## config.mk

```make
export PLATFORM = sky130hd
export DESIGN_NAME = multi_press_key_decoder
export DESIGN_NICKNAME = d
export VERILOG_FILES = /design/src/hdl/mpkd_pkg.sv /design/src/hdl/mpkd_core.sv /design/src/hdl/multi_press_key_decoder.sv
export VERILOG_INCLUDE_DIRS = /design/src /design/src/hdl
export SDC_FILE = /design/constraint.sdc
export NUM_CORES = 1
export LEC_CHECK = 0
export ABC_CLOCK_PERIOD_IN_PS = 5500
export BUFFER_PORTS_ARGS = -buffer_cell sky130_fd_sc_hd__buf_2
export CELL_PAD_IN_SITES_DETAIL_PLACEMENT = 0
export CELL_PAD_IN_SITES_GLOBAL_PLACEMENT = 1
export CORE_MARGIN = 3
export CORE_UTILIZATION = 46
export CTS_CLUSTER_SIZE = 14
export DETAILED_ROUTE_END_ITERATION = 7
export GPL_TIMING_DRIVEN = 0
export PLACE_DENSITY_LB_ADDON = 0.1
export SLEW_MARGIN = 0
export SYNTH_ARGS = -nofsm -noshare
export SYNTH_HDL_FRONTEND = slang
export SYNTH_SLANG_ARGS = --single-unit
export TNS_END_PERCENT = 20
```

## constraint.sdc

```tcl
create_clock -name aclk -period 5.5 [get_ports aclk]
set_input_delay 0.55 -clock aclk [delete_from_list [all_inputs] [get_ports aclk]]
set_output_delay 0.55 -clock aclk [all_outputs]
set_load 0.02 [all_outputs]
```

## src/hdl/multi_press_key_decoder_defines.svh

```systemverilog
// Assertion helpers for the key decoder.
`ifndef MULTI_PRESS_KEY_DECODER_DEFINES_SVH
`define MULTI_PRESS_KEY_DECODER_DEFINES_SVH

// Same-cycle check, disabled while in reset.
`define MPKD_ASSERT(label, prop, msg) \
    label: assert property (@(posedge aclk) disable iff (!aresetn) prop) else $error(msg);

// Check that holds on the cycle after the trigger.
`define MPKD_ASSERT_NEXT(label, trig, prop, msg) \
    label: assert property (@(posedge aclk) disable iff (!aresetn) (trig) |=> (prop)) \
        else $error(msg);

`endif

```

## src/hdl/mpkd_pkg.sv

```systemverilog
`timescale 1ns / 1ps
package mpkd_pkg;

    localparam int unsigned TIME_W  = 32;
    localparam int unsigned LIMIT_W = 16;
    localparam int unsigned CODE_W  = 8;
    localparam int unsigned COUNT_W = 3;
    localparam int unsigned IDX_W   = 3;

    localparam int unsigned S_TDATA_W = 40;
    localparam int unsigned M_TDATA_W = 16;

    localparam logic [IDX_W-1:0] REG_PRESS_POL     = 3'd0;
    localparam logic [IDX_W-1:0] REG_DEBOUNCE      = 3'd1;
    localparam logic [IDX_W-1:0] REG_SHORT_PRESS   = 3'd2;
    localparam logic [IDX_W-1:0] REG_VERY_LONG     = 3'd3;
    localparam logic [IDX_W-1:0] REG_FIRE_GAP      = 3'd4;

    localparam logic [LIMIT_W-1:0] DEBOUNCE_RST    = 16'd30;
    localparam logic [LIMIT_W-1:0] SHORT_PRESS_RST = 16'd500;
    localparam logic [LIMIT_W-1:0] VERY_LONG_RST   = 16'd3000;
    localparam logic [LIMIT_W-1:0] FIRE_GAP_RST    = 16'd500;

    localparam logic [CODE_W-1:0] VERY_LONG_CODE = 8'hFF;
    localparam int unsigned       COUNT_SHIFT    = 5;

    typedef enum logic [5:0] {
        MODE_WAIT     = 6'b000001,
        MODE_DEB_DOWN = 6'b000010,
        MODE_DEB_UP   = 6'b000100,
        MODE_HELD     = 6'b001000,
        MODE_GAP      = 6'b010000,
        MODE_VLONG    = 6'b100000
    } mode_t;

    typedef struct packed {
        logic               press_pol;
        logic [LIMIT_W-1:0] debounce_ms;
        logic [LIMIT_W-1:0] short_press_ms;
        logic [LIMIT_W-1:0] very_long_press_ms;
        logic [LIMIT_W-1:0] fire_gap_ms;
    } cfg_t;

    typedef struct packed {
        logic              take_value;
        logic [TIME_W-1:0] now_ms;
        logic              pin_level;
    } item_t;

    typedef struct packed {
        logic [CODE_W-1:0] key_code;
        logic              fired;
    } result_t;

endpackage

```

## src/hdl/mpkd_core.sv

```systemverilog
`timescale 1ns / 1ps
`include "multi_press_key_decoder_defines.svh"
module mpkd_core
    import mpkd_pkg::*;
(
    input  logic    aclk,
    input  logic    aresetn,
    input  logic    en,
    input  cfg_t    cfg,
    input  item_t   item,
    output result_t result
);

    mode_t              mode_reg, mode_next;
    logic [TIME_W-1:0]  mark_time_reg, mark_time_next;
    logic [COUNT_W-1:0] press_index_reg, press_index_next;
    logic [CODE_W-1:0]  press_pattern_reg, press_pattern_next;
    logic [CODE_W-1:0]  pending_code_reg, pending_code_next;
    logic [CODE_W-1:0]  code_now;

    logic [TIME_W-1:0] diff;
    logic              pressed;
    logic              deb_done;
    logic              short_done;
    logic              vlong_done;
    logic              gap_done;

    assign diff       = item.now_ms - mark_time_reg;
    assign pressed    = cfg.press_pol ? item.pin_level : !item.pin_level;
    assign deb_done   = diff > {{(TIME_W-LIMIT_W){1'b0}}, cfg.debounce_ms};
    assign short_done = diff > {{(TIME_W-LIMIT_W){1'b0}}, cfg.short_press_ms};
    assign vlong_done = diff > {{(TIME_W-LIMIT_W){1'b0}}, cfg.very_long_press_ms};
    assign gap_done   = diff > {{(TIME_W-LIMIT_W){1'b0}}, cfg.fire_gap_ms};

    always_comb begin
        mode_next          = mode_reg;
        mark_time_next     = mark_time_reg;
        press_index_next   = press_index_reg;
        press_pattern_next = press_pattern_reg;
        code_now           = pending_code_reg;
        case (mode_reg)
            MODE_WAIT: begin
                if (pressed) begin
                    mode_next          = MODE_DEB_DOWN;
                    mark_time_next     = item.now_ms;
                    press_index_next   = '1;
                    press_pattern_next = '0;
                end
            end
            MODE_DEB_DOWN: begin
                if (deb_done) begin
                    if (pressed) begin
                        mode_next        = MODE_HELD;
                        press_index_next = press_index_reg + COUNT_W'(1);
                    end else begin
                        mode_next = MODE_GAP;
                    end
                    mark_time_next = item.now_ms;
                end
            end
            MODE_HELD: begin
                if (!pressed) begin
                    if (vlong_done) begin
                        press_pattern_next = VERY_LONG_CODE;
                    end else begin
                        press_pattern_next = {press_pattern_reg[CODE_W-2:0], short_done};
                    end
                    mode_next      = MODE_DEB_UP;
                    mark_time_next = item.now_ms;
                end
            end
            MODE_DEB_UP: begin
                if (deb_done) begin
                    mode_next = (press_pattern_reg == VERY_LONG_CODE) ? MODE_VLONG : MODE_GAP;
                    mark_time_next = item.now_ms;
                end
            end
            MODE_GAP: begin
                if (pressed) begin
                    mode_next      = MODE_DEB_DOWN;
                    mark_time_next = item.now_ms;
                end else if (gap_done) begin
                    code_now  = {press_index_reg + COUNT_W'(1), {COUNT_SHIFT{1'b0}}}
                                + press_pattern_reg;
                    mode_next = MODE_WAIT;
                end
            end
            MODE_VLONG: begin
                code_now  = VERY_LONG_CODE;
                mode_next = MODE_WAIT;
            end
            default: begin
                mode_next = MODE_WAIT;
            end
        endcase
        pending_code_next = item.take_value ? '0 : code_now;
    end

    assign result.fired    = (code_now != '0);
    assign result.key_code = code_now;

    always_ff @(posedge aclk) begin
        if (!aresetn) begin
            mode_reg          <= MODE_WAIT;
            mark_time_reg     <= '0;
            press_index_reg   <= '1;
            press_pattern_reg <= '0;
            pending_code_reg  <= '0;
        end else if (en) begin
            mode_reg          <= mode_next;
            mark_time_reg     <= mark_time_next;
            press_index_reg   <= press_index_next;
            press_pattern_reg <= press_pattern_next;
            pending_code_reg  <= pending_code_next;
        end
    end

    `MPKD_ASSERT_NEXT(a_take_clears, en && item.take_value, pending_code_reg == '0, "code not cleared by take")
    `MPKD_ASSERT(a_vlong_pattern, (mode_reg != MODE_VLONG) || (press_pattern_reg == VERY_LONG_CODE), "very long state without full pattern")
    `MPKD_ASSERT(a_mode_onehot, $onehot(mode_reg), "mode register not one-hot")

endmodule

```

## src/hdl/multi_press_key_decoder.sv

```systemverilog
`timescale 1ns / 1ps
// Path: a request is registered in stage 1 when accepted; its result is
// registered in the output stage that drives m_tdata. Throughput: 1 request
// per cycle unless m_tready stalls; one debounce/press state machine update per request.
// Reset: synchronous, active low; clears the state machine, both pipeline
// valids and restores the default timing registers.
`include "multi_press_key_decoder_defines.svh"
module multi_press_key_decoder
    import mpkd_pkg::*;
(
    input  logic                  aclk,
    input  logic                  aresetn,
    input  logic                  cfg_we,
    input  logic [IDX_W-1:0]      cfg_index,
    input  logic [LIMIT_W-1:0]    cfg_wdata,
    input  logic                  s_tvalid,
    output logic                  s_tready,
    input  logic [S_TDATA_W-1:0]  s_tdata,   // pin_level, now_ms[31:0], take_value, zero pad
    output logic                  m_tvalid,
    input  logic                  m_tready,
    output logic [M_TDATA_W-1:0]  m_tdata    // fired, key_code[7:0], zero pad
);

    cfg_t    cfg_reg;
    logic    s1_valid_reg;
    item_t   s1_item_reg;
    logic    out_valid_reg;
    result_t out_result_reg;
    result_t core_result;
    logic    s1_adv;

    always_ff @(posedge aclk) begin
        if (!aresetn) begin
            cfg_reg.press_pol          <= 1'b0;
            cfg_reg.debounce_ms        <= DEBOUNCE_RST;
            cfg_reg.short_press_ms     <= SHORT_PRESS_RST;
            cfg_reg.very_long_press_ms <= VERY_LONG_RST;
            cfg_reg.fire_gap_ms        <= FIRE_GAP_RST;
        end else if (cfg_we) begin
            case (cfg_index)
                REG_PRESS_POL:   cfg_reg.press_pol          <= cfg_wdata[0];
                REG_DEBOUNCE:    cfg_reg.debounce_ms        <= cfg_wdata;
                REG_SHORT_PRESS: cfg_reg.short_press_ms     <= cfg_wdata;
                REG_VERY_LONG:   cfg_reg.very_long_press_ms <= cfg_wdata;
                REG_FIRE_GAP:    cfg_reg.fire_gap_ms        <= cfg_wdata;
                default: begin
                end
            endcase
        end
    end

    assign s1_adv   = s1_valid_reg && (!out_valid_reg || m_tready);
    assign s_tready = !s1_valid_reg || s1_adv;

    always_ff @(posedge aclk) begin
        if (!aresetn) begin
            s1_valid_reg <= 1'b0;
        end else if (s_tready) begin
            s1_valid_reg <= s_tvalid;
        end
    end

    always_ff @(posedge aclk) begin
        if (s_tvalid && s_tready) begin
            s1_item_reg.pin_level  <= s_tdata[0];
            s1_item_reg.now_ms     <= s_tdata[TIME_W:1];
            s1_item_reg.take_value <= s_tdata[TIME_W+1];
        end
    end

    mpkd_core u_core (
        .aclk    (aclk),
        .aresetn (aresetn),
        .en      (s1_adv),
        .cfg     (cfg_reg),
        .item    (s1_item_reg),
        .result  (core_result)
    );

    always_ff @(posedge aclk) begin
        if (!aresetn) begin
            out_valid_reg <= 1'b0;
        end else if (s1_adv) begin
            out_valid_reg <= 1'b1;
        end else if (m_tready) begin
            out_valid_reg <= 1'b0;
        end
    end

    always_ff @(posedge aclk) begin
        if (s1_adv) begin
            out_result_reg <= core_result;
        end
    end

    assign m_tvalid = out_valid_reg;
    assign m_tdata  = {{(M_TDATA_W-CODE_W-1){1'b0}}, out_result_reg.key_code,
                       out_result_reg.fired};

    `MPKD_ASSERT(a_fired_match, !m_tvalid || (m_tdata[0] == (m_tdata[CODE_W:1] != '0)), "fired disagrees with key code")
    `MPKD_ASSERT_NEXT(a_adv_fills_out, s1_adv, m_tvalid, "advanced request produced no result")
    `MPKD_ASSERT_NEXT(a_stage_kept, s1_valid_reg && !s1_adv, s1_valid_reg, "stalled request dropped")

endmodule

```

* Yosys cells after proc, flatten, opt, wreduce, memory -nomap -nowiden *
Index checks and enable logic that the tools add are counted.

operators by class
  mux-type cells = 28
  reduce and logical (&&, ||, !) cells = 24
  add/subtract/negate cells = 3
  eq/ne operators = 19
  magnitude comparators = 4

operators by type and width
  cell                count
  $gt 32x16->1        4
  $mux 32             3
  $pmux 32 s3         1
  $mux 8              6
  $mux 6              7
  $pmux 8 s2          2
  $sub 32x32->32      1
  $pmux 6 s5          1
  $ne 2x1->1 const B  6
  $reduce_and 2->1    5
  $reduce_and 5->1    2
  $mux 3              3
  $add 8x8->8         1
  $eq 8x8->1 const B  1
  $reduce_bool 8->1   1
  $eq 3x2->1 const B  2
  $eq 6x1->1 const B  1
  $eq 6x2->1 const B  1
  $eq 6x3->1 const B  1
  $eq 6x4->1 const B  1
  $eq 6x5->1 const B  1
  $eq 6x6->1 const B  1
  $pmux 3 s2          1
  $reduce_and 6->1    1
  15 further kinds    24

word-level totals
  flip-flop bits (word level) = 167
  output and inout port bits = 18
  input bits = 64

* Logic depth before layout (Yosys ltp) *
Gate-level depths: netlist (run 1).

  depth in word-level cells = 6
  mapped depth = 21

* By module *
A second synthesis (run 1) with hierarchy kept.

unflattened totals
  cell total of the unflattened synthesis = 1208
  area total of the unflattened synthesis = 10600.2 um^2

by module, submodules not included
  module                   cells each  area each (um^2)  seq. area each (um^2)  instances
  mpkd_core                904         6611.3            1141.1                 1
  multi_press_key_decoder  304         3988.8            2632.5                 1

* Least setup slack after synthesis (run 1) *
No wires, ideal clock.

  path type = reg-to-reg
  start = reg s1_item_reg[1] (netlist bit)
  end = reg out_result_reg, in the netlist m_tdata[2], data pin
  required time = 5239 ps
  cell stages (with the launch flop) = 20
  path buffers = 0
  slack = 1481 ps
  library setup time = 261 ps
  arrival = 3758 ps
  cell sequence = edfxtp_1 inv_1 ha_1 fa_1 nor2b_1 o2111ai_1 a21boi_0 or2_2 a21oi_1 xnor2_1 ha_1 a21oi_1 nand2_1 a211oi_1 a21oi_1 a2111oi_0 nand4_1 o21ai_4 mux2i_1 nand2_1

RTL lines
  what                  line                           source
  from (decl)           multi_press_key_decoder.sv:26  item_t s1_item_reg;
  to (signal assigned)  multi_press_key_decoder.sv:92  out_result_reg <= core_result;
  to (decl)             multi_press_key_decoder.sv:28  result_t out_result_reg;

==> impl_metrics.env, run 1 <==
export IMPL_status="completed"
export IMPL_grt_pass1_wl_um=43400
export IMPL_synth_edf_count=43
export IMPL_finalWirelength_um=26900
export IMPL_drtAntennaViolNets=0
export IMPL_clock_sinks=167
export IMPL_gr_usage_all_layers=0.228
export IMPL_syn_cell_area_um2=10200
export IMPL_mostFrequentLayoutCell="nand2_1"
export IMPL_ir_drop_v=0.000193
export IMPL_ys_seq_elements=167
export IMPL_die_h_um=155
export IMPL_gp_congestion=0.895
export IMPL_fmax_mhz=195
export IMPL_worstPathArrival_ns=5.30
export IMPL_synth_top_cell_area_share=0.244
export IMPL_grt_antenna_before_repair=0
export IMPL_synth_top_area_cell="dfxtp_1"
export IMPL_fp_dieW_um=155
export IMPL_placed_area_um2=10900
export IMPL_path_clk_slew_ns=0.07
export IMPL_cpLargestDelayFamily="compound AO/OA/AOI/OAI gates"
export IMPL_first_pass_iters=5
export IMPL_reg2reg_depth=21
export IMPL_avgSynthCellArea_um2=8.41
export IMPL_slowest_delay_ns=0.41
export IMPL_ys_types=73
export IMPL_portBuffers=66
export IMPL_critPathCaptureType="flip-flop"
export IMPL_start_util=0.476
export IMPL_hpwl_um=20700
export IMPL_final_cell_mix="nand2_1 (233), dfxtp_1 (124), a21oi_1 (117)"
export IMPL_fin_skew_ns=0.0153
export IMPL_cts_buffers=17
export IMPL_slowest_stage="fa_1"
export IMPL_critPathKind="flip-flop to flip-flop"
export IMPL_worst_hold_path_endpoint="s1_item_reg[14]"
export IMPL_grt_max_degree=35
export IMPL_finalInstanceArea_um2=11500
export IMPL_finalCriticalPeriod_ns=5.12
export IMPL_area_growth_syn_to_layout_pct=13.0
export IMPL_p_per_area_nw_per_um2=286
export IMPL_final_period_utilization=0.931
export IMPL_drive_gt1_frac=0.111
export IMPL_leakagePower_uw=0.00461
export IMPL_seq_area_frac_synth=0.370
export IMPL_wl_per_cell_um=16.9
export IMPL_r2r_start="s1_item_reg[1]"
export IMPL_worst_pin_slew_ns=0.882
export IMPL_first_global_vias=8254
export IMPL_synth_area_leaders="dfxtp_1 (24%), edfxtp_1 (13%), ha_1 (12%)"
export IMPL_htree_levels=4
export IMPL_min_from="s_tdata[14]"
export IMPL_cts_buffer_depth=2
export IMPL_clock_latency_ns=0.44
export IMPL_tns_ns=0
export IMPL_setup_viol=0
export IMPL_synthAdderAreaFrac=0.123
export IMPL_rsz0062_at_grt="no"
export IMPL_synth_warnings=0
export IMPL_cts_hold_buf=0
export IMPL_vias_per_cell=5.51
export IMPL_total_power_uw=3290
export IMPL_min_path_type="input pin to flip-flop"
export IMPL_cp_max_fo=9
export IMPL_grt_ovfl_total=0
export IMPL_yosys_area_share_xor_xnor=0.0206
export IMPL_cts_tree="built"
export IMPL_crit_buf_inv=3
export IMPL_finalHoldViolations=0
export IMPL_synthMuxAreaShare=0.0354
export IMPL_row_count=53
export IMPL_cts_root_buf="clkbuf_16"
export IMPL_crit_chain="inv_1, ha_1, fa_1, nor2b_1, o2111ai_1, a21boi_0, or2_2, a21oi_1, xnor2_2, buf_4, ha_1, nand4_1, a21oi_1, a211oi_1, a21oi_1, a2111oi_0, nand4_1, o21ai_4, buf_12, mux2i_1, nand2_1"
export IMPL_ys_async_sr_fraction=0
export IMPL_nets=1468
export IMPL_synth_top_family_by_area="compound AO/OA/AOI/OAI gates"
export IMPL_holdWs_ns=0.283
export IMPL_synth_compound_area_frac=0.193
export IMPL_crit_top_cell="a21oi_1"
export IMPL_max_slew_margin_rel=0.408
export IMPL_synth_ff_type="dfxtp_1"
export IMPL_r2r_end="m_tdata[3]"
export IMPL_yosys_area_share_simple=0.190
export IMPL_num_vias=8777
export IMPL_drc=0
export IMPL_io_pins=82
export IMPL_maxCapViolations=0
export IMPL_worstPathRequired_ns=5.68
export IMPL_first_iter_violations=466
export IMPL_min_path_cells=1
export IMPL_start_kind="flip-flop"
export IMPL_netlist_instances=1212
export IMPL_rrSetupSlack_ns=0.38
export IMPL_antennaDiodeCount=0
export IMPL_largest_register_ffs=65
export IMPL_core_um2=21400
export IMPL_slew_violations=0
export IMPL_dieArea_um2=24000
[synth_stat cells, drive strengths merged, types with 17 or more instances]
cell    instances
clkbuf         29
nand2         233
mux2i          36
nand4          29
o211ai         31
nand3          17
dfxtp         124
a21oi         121
inv           111
o21ai          44
buf            26
nor2           53
ha             97
edfxtp         43
[worst reg2reg max path, cell delays in order (launching register included)]
cell and delay, ns:
edfxtp_1 0.38, inv_1 0.06, ha_1 0.21, fa_1 0.41, nor2b_1 0.23, o2111ai_1 0.15
a21boi_0 0.36, or2_2 0.22, a21oi_1 0.10, xnor2_2 0.15, buf_4 0.17, ha_1 0.31
nand4_1 0.22, a21oi_1 0.07, a211oi_1 0.36, a21oi_1 0.23, a2111oi_0 0.36, nand4_1 0.22
o21ai_4 0.23, buf_12 0.14, mux2i_1 0.21, nand2_1 0.07
[where the power goes]
group / total (µW) / leakage (µW) / switching (µW) / internal (µW)
combinational: 761 / 0.00290 / 477 / 284
sequential: 1330 / 0.00143 / 23.7 / 1310
clock: 1200 / 0.000282 / 554 / 646
[kinds of logic after synthesis]
family          count (synthesis)
simple gates                  422
compound gates                297
flops                         167
buf+inv                       166
fa+ha+maj                      99
mux                            36
xor+xnor                       24
other cells                     1
[through the flow]
step	worst slack, ns	std cells	util
2_1_floorplan	1.48	1218	-
3_3_place_gp	-0.00184	1559	0.508
3_5_place_dp	-0.0319	1559	0.508
4_1_cts	0.206	1591	0.536
5_1_grt	0.0392	1593	0.537
6_report	0.378	1593	0.537
[layer usage]
layer  global-route usage  up-vias  wire length [µm]
li1                     -     4458                 -
met1                0.332     4080             13100
met5                    0        -                 0
met2                0.354      214             11900
met4               0.0618        0               447
met3               0.0339       25              1360
[how the worst max path moves through the flow]
stage	from	depth (start not counted)	endpoint
4_1_cts	s1_item_reg[1]	19	u_core.pending_code_reg[1]
6_report	s1_item_reg[1]	21	m_tdata[3]
5_1_grt	s1_item_reg[1]	21	m_tdata[3]
2_1_floorplan	s1_item_reg[1]	19	m_tdata[2]
3_5_place_dp	s1_item_reg[1]	19	u_core.pending_code_reg[1]
3_3_place_gp	s1_item_reg[1]	19	m_tdata[0]
[layout make-up]
type,count,area [µm²]
sequential,167,3770
clock buffer,20,479
timing repair buffer,68,358
buffer,55,273
clock inverter,12,104
tap,275,344
multi-input combinational,885,5760
fill,2083,9910
inverter,111,417
[what timing repair did]
| action | 4_1_cts | 5_1_grt |
|---|---|---|
| resized for setup | 1 | 1 |
| setup buffers | 0 | 2 |
| pin swaps | 0 | 2 |
| endpoints found under the setup margin | 17 | 47 |
Note: power is estimated with default switching activity, not from simulation.
==> run 2: changes to the inputs <==
--- a/config.mk
+++ b/config.mk
@@ -6,7 +6,7 @@
 export SDC_FILE = /design/constraint.sdc
 export NUM_CORES = 1
 export LEC_CHECK = 0
-export ABC_CLOCK_PERIOD_IN_PS = 5500
+export ABC_CLOCK_PERIOD_IN_PS = 5000
 export BUFFER_PORTS_ARGS = -buffer_cell sky130_fd_sc_hd__buf_2
 export CELL_PAD_IN_SITES_DETAIL_PLACEMENT = 0
 export CELL_PAD_IN_SITES_GLOBAL_PLACEMENT = 1
==> constraint.sdc (replaced) <==
create_clock -name aclk -period 5 [get_ports aclk]
set_input_delay 0.5 -clock aclk [delete_from_list [all_inputs] [get_ports aclk]]
set_output_delay 0.5 -clock aclk [all_outputs]
set_load 0.02 [all_outputs]
==> impl_metrics.env, run 2 (synthesized netlist as in run 1, its figures left out) <==
export IMPL_drive_gt1_frac=0.124
export IMPL_finalHoldViolations=0
export IMPL_finalCriticalPeriod_ns=4.66
export IMPL_fin_skew_ns=0.0161
export IMPL_io_pins=82
export IMPL_ir_drop_v=0.000213
export IMPL_cts_buffers=17
export IMPL_hpwl_um=20700
export IMPL_intPower_uw=2470
export IMPL_antennaDiodeCount=0
export IMPL_first_iter_violations=472
export IMPL_vias_per_cell=5.55
export IMPL_cts_buffer_depth=2
export IMPL_pwr_share_clk=0.362
export IMPL_htree_levels=4
export IMPL_worst_pin_slew_ns=0.868
export IMPL_slew_violations=0
export IMPL_critPathKind="flip-flop to flip-flop"
export IMPL_post_place_cells=1559
export IMPL_total_power_uw=3640
export IMPL_grt_pass1_wl_um=43500
export IMPL_grt_max_degree=35
export IMPL_final_period_utilization=0.933
export IMPL_first_global_vias=8268
export IMPL_core_um2=21400
export IMPL_leakagePower_uw=0.00464
export IMPL_status="completed"
export IMPL_path_clk_slew_ns=0.07
export IMPL_drtAntennaViolNets=0
export IMPL_min_path_type="input pin to flip-flop"
export IMPL_start_util=0.476
export IMPL_cts_tree="built"
export IMPL_placed_area_um2=10900
export IMPL_fillerInstances=2074
export IMPL_layout_setup_ws_ns=0.335
export IMPL_die_h_um=155
export IMPL_p_comb_frac=0.237
export IMPL_finalInstanceArea_um2=11600
export IMPL_worstPathArrival_ns=4.85
export IMPL_portBuffers=66
export IMPL_fin_util=0.543
export IMPL_cts_hold_buf=0
export IMPL_mostFrequentLayoutCell="nand2_1"
export IMPL_cts_root_buf="clkbuf_16"
export IMPL_setup_viol=0
export IMPL_grt_ovfl_total=0
export IMPL_gr_usage_all_layers=0.228
export IMPL_area_growth_syn_to_layout_pct=14.1
export IMPL_nets=1468
export IMPL_fmax_mhz=214
export IMPL_start_kind="flip-flop"
export IMPL_p_switching_uw=1170
export IMPL_num_vias=8845
export IMPL_p_per_area_nw_per_um2=314
export IMPL_maxCapViolations=0
export IMPL_dp_slack_ns=-0.532
export IMPL_fp_dieW_um=155
export IMPL_rsz0062_at_grt="no"
export IMPL_worstPathRequired_ns=5.18
export IMPL_cp_max_fo=9
export IMPL_clock_latency_ns=0.44
export IMPL_grt_antenna_before_repair=0
export IMPL_max_slew_margin_rel=0.417
export IMPL_finalWirelength_um=27000
export IMPL_drc=0
export IMPL_clock_sinks=167
export IMPL_gp_congestion=0.895
export IMPL_final_cell_mix="nand2_1 (233), dfxtp_1 (124), a21oi_1 (115)"
export IMPL_wl_per_cell_um=17.0
export IMPL_p_seq_frac=0.401
export IMPL_swShare=0.322
export IMPL_first_pass_iters=5
export IMPL_row_count=53
export IMPL_dieArea_um2=24000
export IMPL_critPathCaptureType="flip-flop"
export IMPL_stdcell_count=1593
export IMPL_largest_register_ffs=65
## run 2: worst max-delay path: stages, from the launching register on
cell and delay, ns:
edfxtp_1 0.40, ha_1 0.39, a21o_1 0.29, a21oi_1 0.24, a21boi_2 0.10, or2_2 0.33
a21oi_1 0.23, xnor2_2 0.14, buf_4 0.18, ha_1 0.26, nand4_1 0.22, a21oi_1 0.08
a211oi_2 0.30, a21oi_2 0.15, a2111oi_2 0.23, nand4_1 0.20, o21ai_4 0.24, buf_12 0.14
mux2i_1 0.21, nand2_1 0.07
## run 2: repair_timing
item | in CTS | in global routing
gates resized for setup | 5 | 20
pin swaps | 2 | 0
buffers inserted | 2 | 0
setup endpoints to repair | 56 | 54
cloned | 0 | 0
## run 2: routing by layer
layer / GRT usage / routed length [µm] / vias to the layer above
li1: - / - / 4466
met1: 0.333 / 13300 / 4141
met2: 0.355 / 12100 / 211
met3: 0.0339 / 1260 / 27
met4: 0.0618 / 439 / 0
met5: 0 / 0 / -
## run 2: cell type report
cell class                      instances  area (µm²)  area share
Multi-Input combinational cell        885        5880       0.505
Sequential cell                       167        3770       0.325
Clock buffer                           20         479      0.0412
Inverter                              111         417      0.0358
Timing Repair Buffer                   68         358      0.0308
Tap cell                              275         344      0.0296
Buffer                                 55         273      0.0235
Clock inverter                         12         104     0.00893
## run 2: power by group through the flow
stage	Combinational [µW]	Clock [µW]	Sequential, µW
5_1_grt	971	1410	1470
2_1_floorplan	581	0	1490
3_5_place_dp	824	0	1490
6_report	863	1320	1460
3_3_place_gp	816	0	1490
4_1_cts	836	1350	1460
## run 2: path summary, 6_finish.rpt
check	endpoint	start	depth (start not counted)	slack, ns
max	m_tdata[3]	s1_item_reg[5]	19	0.34
min	s1_item_reg[14]	s_tdata[14]	1	0.23
max reg2reg	m_tdata[3]	s1_item_reg[5]	19	0.34
min reg2reg	cfg_reg[11]	cfg_reg[11]	2	0.46
## run 2: metrics by stage
| stage | hold slack, ns | setup TNS, ns |
|---|---|---|
| after global routing | 0.216 | 0 |
| after CTS | 0.220 | 0 |
| after floorplan | 0.435 | 0 |
| after global placement | 0.443 | -20.81 |
| final | 0.231 | 0 |
| after detailed placement | 0.448 | -21.38 |
==> run 3: changes to the inputs <==
--- a/config.mk
+++ b/config.mk
@@ -7,13 +7,13 @@
 export NUM_CORES = 1
 export LEC_CHECK = 0
 export ABC_CLOCK_PERIOD_IN_PS = 5000
-export BUFFER_PORTS_ARGS = -buffer_cell sky130_fd_sc_hd__buf_2
 export CELL_PAD_IN_SITES_DETAIL_PLACEMENT = 0
 export CELL_PAD_IN_SITES_GLOBAL_PLACEMENT = 1
 export CORE_MARGIN = 3
-export CORE_UTILIZATION = 46
+export CORE_UTILIZATION = 49
 export CTS_CLUSTER_SIZE = 14
 export DETAILED_ROUTE_END_ITERATION = 7
+export DONT_BUFFER_PORTS = 1
 export GPL_TIMING_DRIVEN = 0
 export PLACE_DENSITY_LB_ADDON = 0.1
 export SLEW_MARGIN = 0
==> impl_metrics.env, run 3 (synthesized netlist as in run 1, its figures left out) <==
export IMPL_status="completed"
export IMPL_dieArea_um2=22600
export IMPL_finalWirelength_um=26600
export IMPL_r2r_end="m_tdata[3]"
export IMPL_setup_viol=0
export IMPL_finalCriticalPeriod_ns=4.84
export IMPL_maxCapViolations=0
export IMPL_leakagePower_uw=0.00439
export IMPL_gp_congestion=0.926
export IMPL_multi_input_area_um2=5860
export IMPL_htree_levels=4
export IMPL_slowest_delay_ns=0.64
export IMPL_post_place_cells=1488
export IMPL_io_pins=82
export IMPL_cpLargestDelayFamily="compound AO/OA/AOI/OAI gates"
export IMPL_rrSetupSlack_ns=0.16
export IMPL_antennaDiodeCount=0
export IMPL_slowest_stage="xor2_1"
export IMPL_p_per_area_nw_per_um2=323
export IMPL_fmax_mhz=207
export IMPL_drive_gt1_frac=0.0774
export IMPL_core_um2=20400
export IMPL_max_slew_margin_rel=0.431
export IMPL_crit_buf_inv=1
export IMPL_fin_util=0.555
export IMPL_final_cell_mix="nand2_1 (233), dfxtp_1 (124), a21oi_1 (115)"
export IMPL_critPathKind="flip-flop to flip-flop"
export IMPL_fp_dieW_um=150
export IMPL_row_count=52
export IMPL_nets=1403
export IMPL_hpwl_um=20300
export IMPL_first_global_vias=8053
export IMPL_slew_violations=0
export IMPL_grt_pass1_wl_um=42100
export IMPL_cts_tree="built"
export IMPL_r2r_start="s1_item_reg[1]"
export IMPL_vias_per_cell=5.63
export IMPL_cp_max_fo=7
export IMPL_drtAntennaViolNets=0
export IMPL_worst_pin_slew_ns=0.854
export IMPL_fin_skew_ns=0.0143
export IMPL_worstPathArrival_ns=5.02
export IMPL_wl_per_cell_um=17.4
export IMPL_area_growth_syn_to_layout_pct=10.9
export IMPL_grt_antenna_before_repair=0
export IMPL_path_clk_slew_ns=0.08
export IMPL_first_iter_violations=522
export IMPL_grt_ovfl_total=0
export IMPL_cts_root_buf="clkbuf_16"
export IMPL_holdWs_ns=0.154
export IMPL_worstPathRequired_ns=5.18
export IMPL_die_h_um=150
export IMPL_min_path_type="input pin to flip-flop"
export IMPL_num_vias=8577
export IMPL_clock_latency_ns=0.44
export IMPL_clock_sinks=167
export IMPL_layout_setup_ws_ns=0.160
export IMPL_final_period_utilization=0.968
export IMPL_largest_register_ffs=65
export IMPL_reg2reg_depth=17
export IMPL_finalHoldViolations=0
export IMPL_fillerInstances=1948
export IMPL_gr_usage_all_layers=0.238
export IMPL_drc=0
export IMPL_stdcell_count=1523
export IMPL_cts_buffer_depth=2
export IMPL_seqCellArea_um2=3770
export IMPL_dp_slack_ns=-0.600
export IMPL_first_pass_iters=5
export IMPL_mostFrequentLayoutCell="nand2_1"
export IMPL_ir_drop_v=0.000224
export IMPL_crit_chain="inv_1, ha_2, fa_1, nor2b_2, o2111ai_1, nand2_1, xor2_1, ha_1, a21oi_1, a21boi_0, o31ai_1, a21oi_2, a2111oi_1, nand4_1, o21ai_4, mux2i_1, nand2_1"
export IMPL_critPathCaptureType="flip-flop"
export IMPL_cts_buffers=17
export IMPL_start_kind="flip-flop"
export IMPL_path_depth=17
export IMPL_startpoint="s1_item_reg[1]"
export IMPL_crit_end="m_tdata[3]"
export IMPL_portBuffers=0
export IMPL_grt_max_degree=35
export IMPL_rsz0062_at_grt="yes"
export IMPL_crit_top_cell="nand2_1"
export IMPL_start_util=0.500
==> run 3: changes by cell type in the layout (fill, tap and decap cells not counted), sizes merged <==
cell,before,now
clkinvlp,2,1
bufinv,0,1
clkinv,4,7
clkbuf,49,46
buf,94,29
==> run 3: layout make-up <==
class / count / area share
multi-input cells: 885 / 0.519
clock buffers: 17 / 0.0376
plain buffers: 55 / 0.0241
inverters: 111 / 0.0369
flip-flops and latches: 167 / 0.334
repair buffers: 3 / 0.00199
clock inverters: 15 / 0.0165
well taps: 270 / 0.0299
==> run 3: repair_timing <==
| item | in CTS | in global routing |
|---|---|---|
| gates cloned | 0 | 0 |
| endpoints found under the hold margin | 0 | 0 |
| endpoints found under the setup margin | 57 | 55 |
| buffers inserted | 3 | 0 |
| gates resized for setup | 10 | 13 |
| hold buffers | 0 | 0 |
| pin swaps | 2 | 4 |
==> run 3: per-layer routing <==
layer,track usage,share of wire,vias to the layer above
li1,-,-,4341
met5,0,0,-
met3,0.0412,0.043,38
met2,0.376,0.45,163
met1,0.337,0.48,4035
met4,0.0627,0.025,0
==> run 3: stage by stage <==
step	total power (µW)	setup TNS, ns	instance area, µm²
floorplan	2070	0	10200
global placement	2280	-28.85	10600
detailed placement	2280	-27.71	10600
CTS	3660	0	11200
global route	3840	-0.487	11300
finish	3650	0	11300
==> run 3: worst min-delay path by stage <==
stage / from / endpoint / slack (ns) / depth (start not counted)
final: s_tdata[17] / s1_item_reg[17] / 0.15 / 0
after global placement: u_core.mark_time_reg[30] / u_core.mark_time_reg[30] / 0.44 / 2
after CTS: s_tdata[17] / s1_item_reg[17] / 0.14 / 0
after detailed placement: cfg_reg[33] / cfg_reg[33] / 0.45 / 2
after global routing: s_tdata[23] / s1_item_reg[23] / 0.14 / 0
after floorplan: u_core.mark_time_reg[10] / u_core.mark_time_reg[10] / 0.43 / 2
==> run 3: report_power, final <==
part / total [µW] / internal (µW) / switching, µW
sequential: 1470 / 1440 / 29.5
clock: 1360 / 719 / 642
combinational: 825 / 309 / 517
total: 3650 / 2460 / 1190
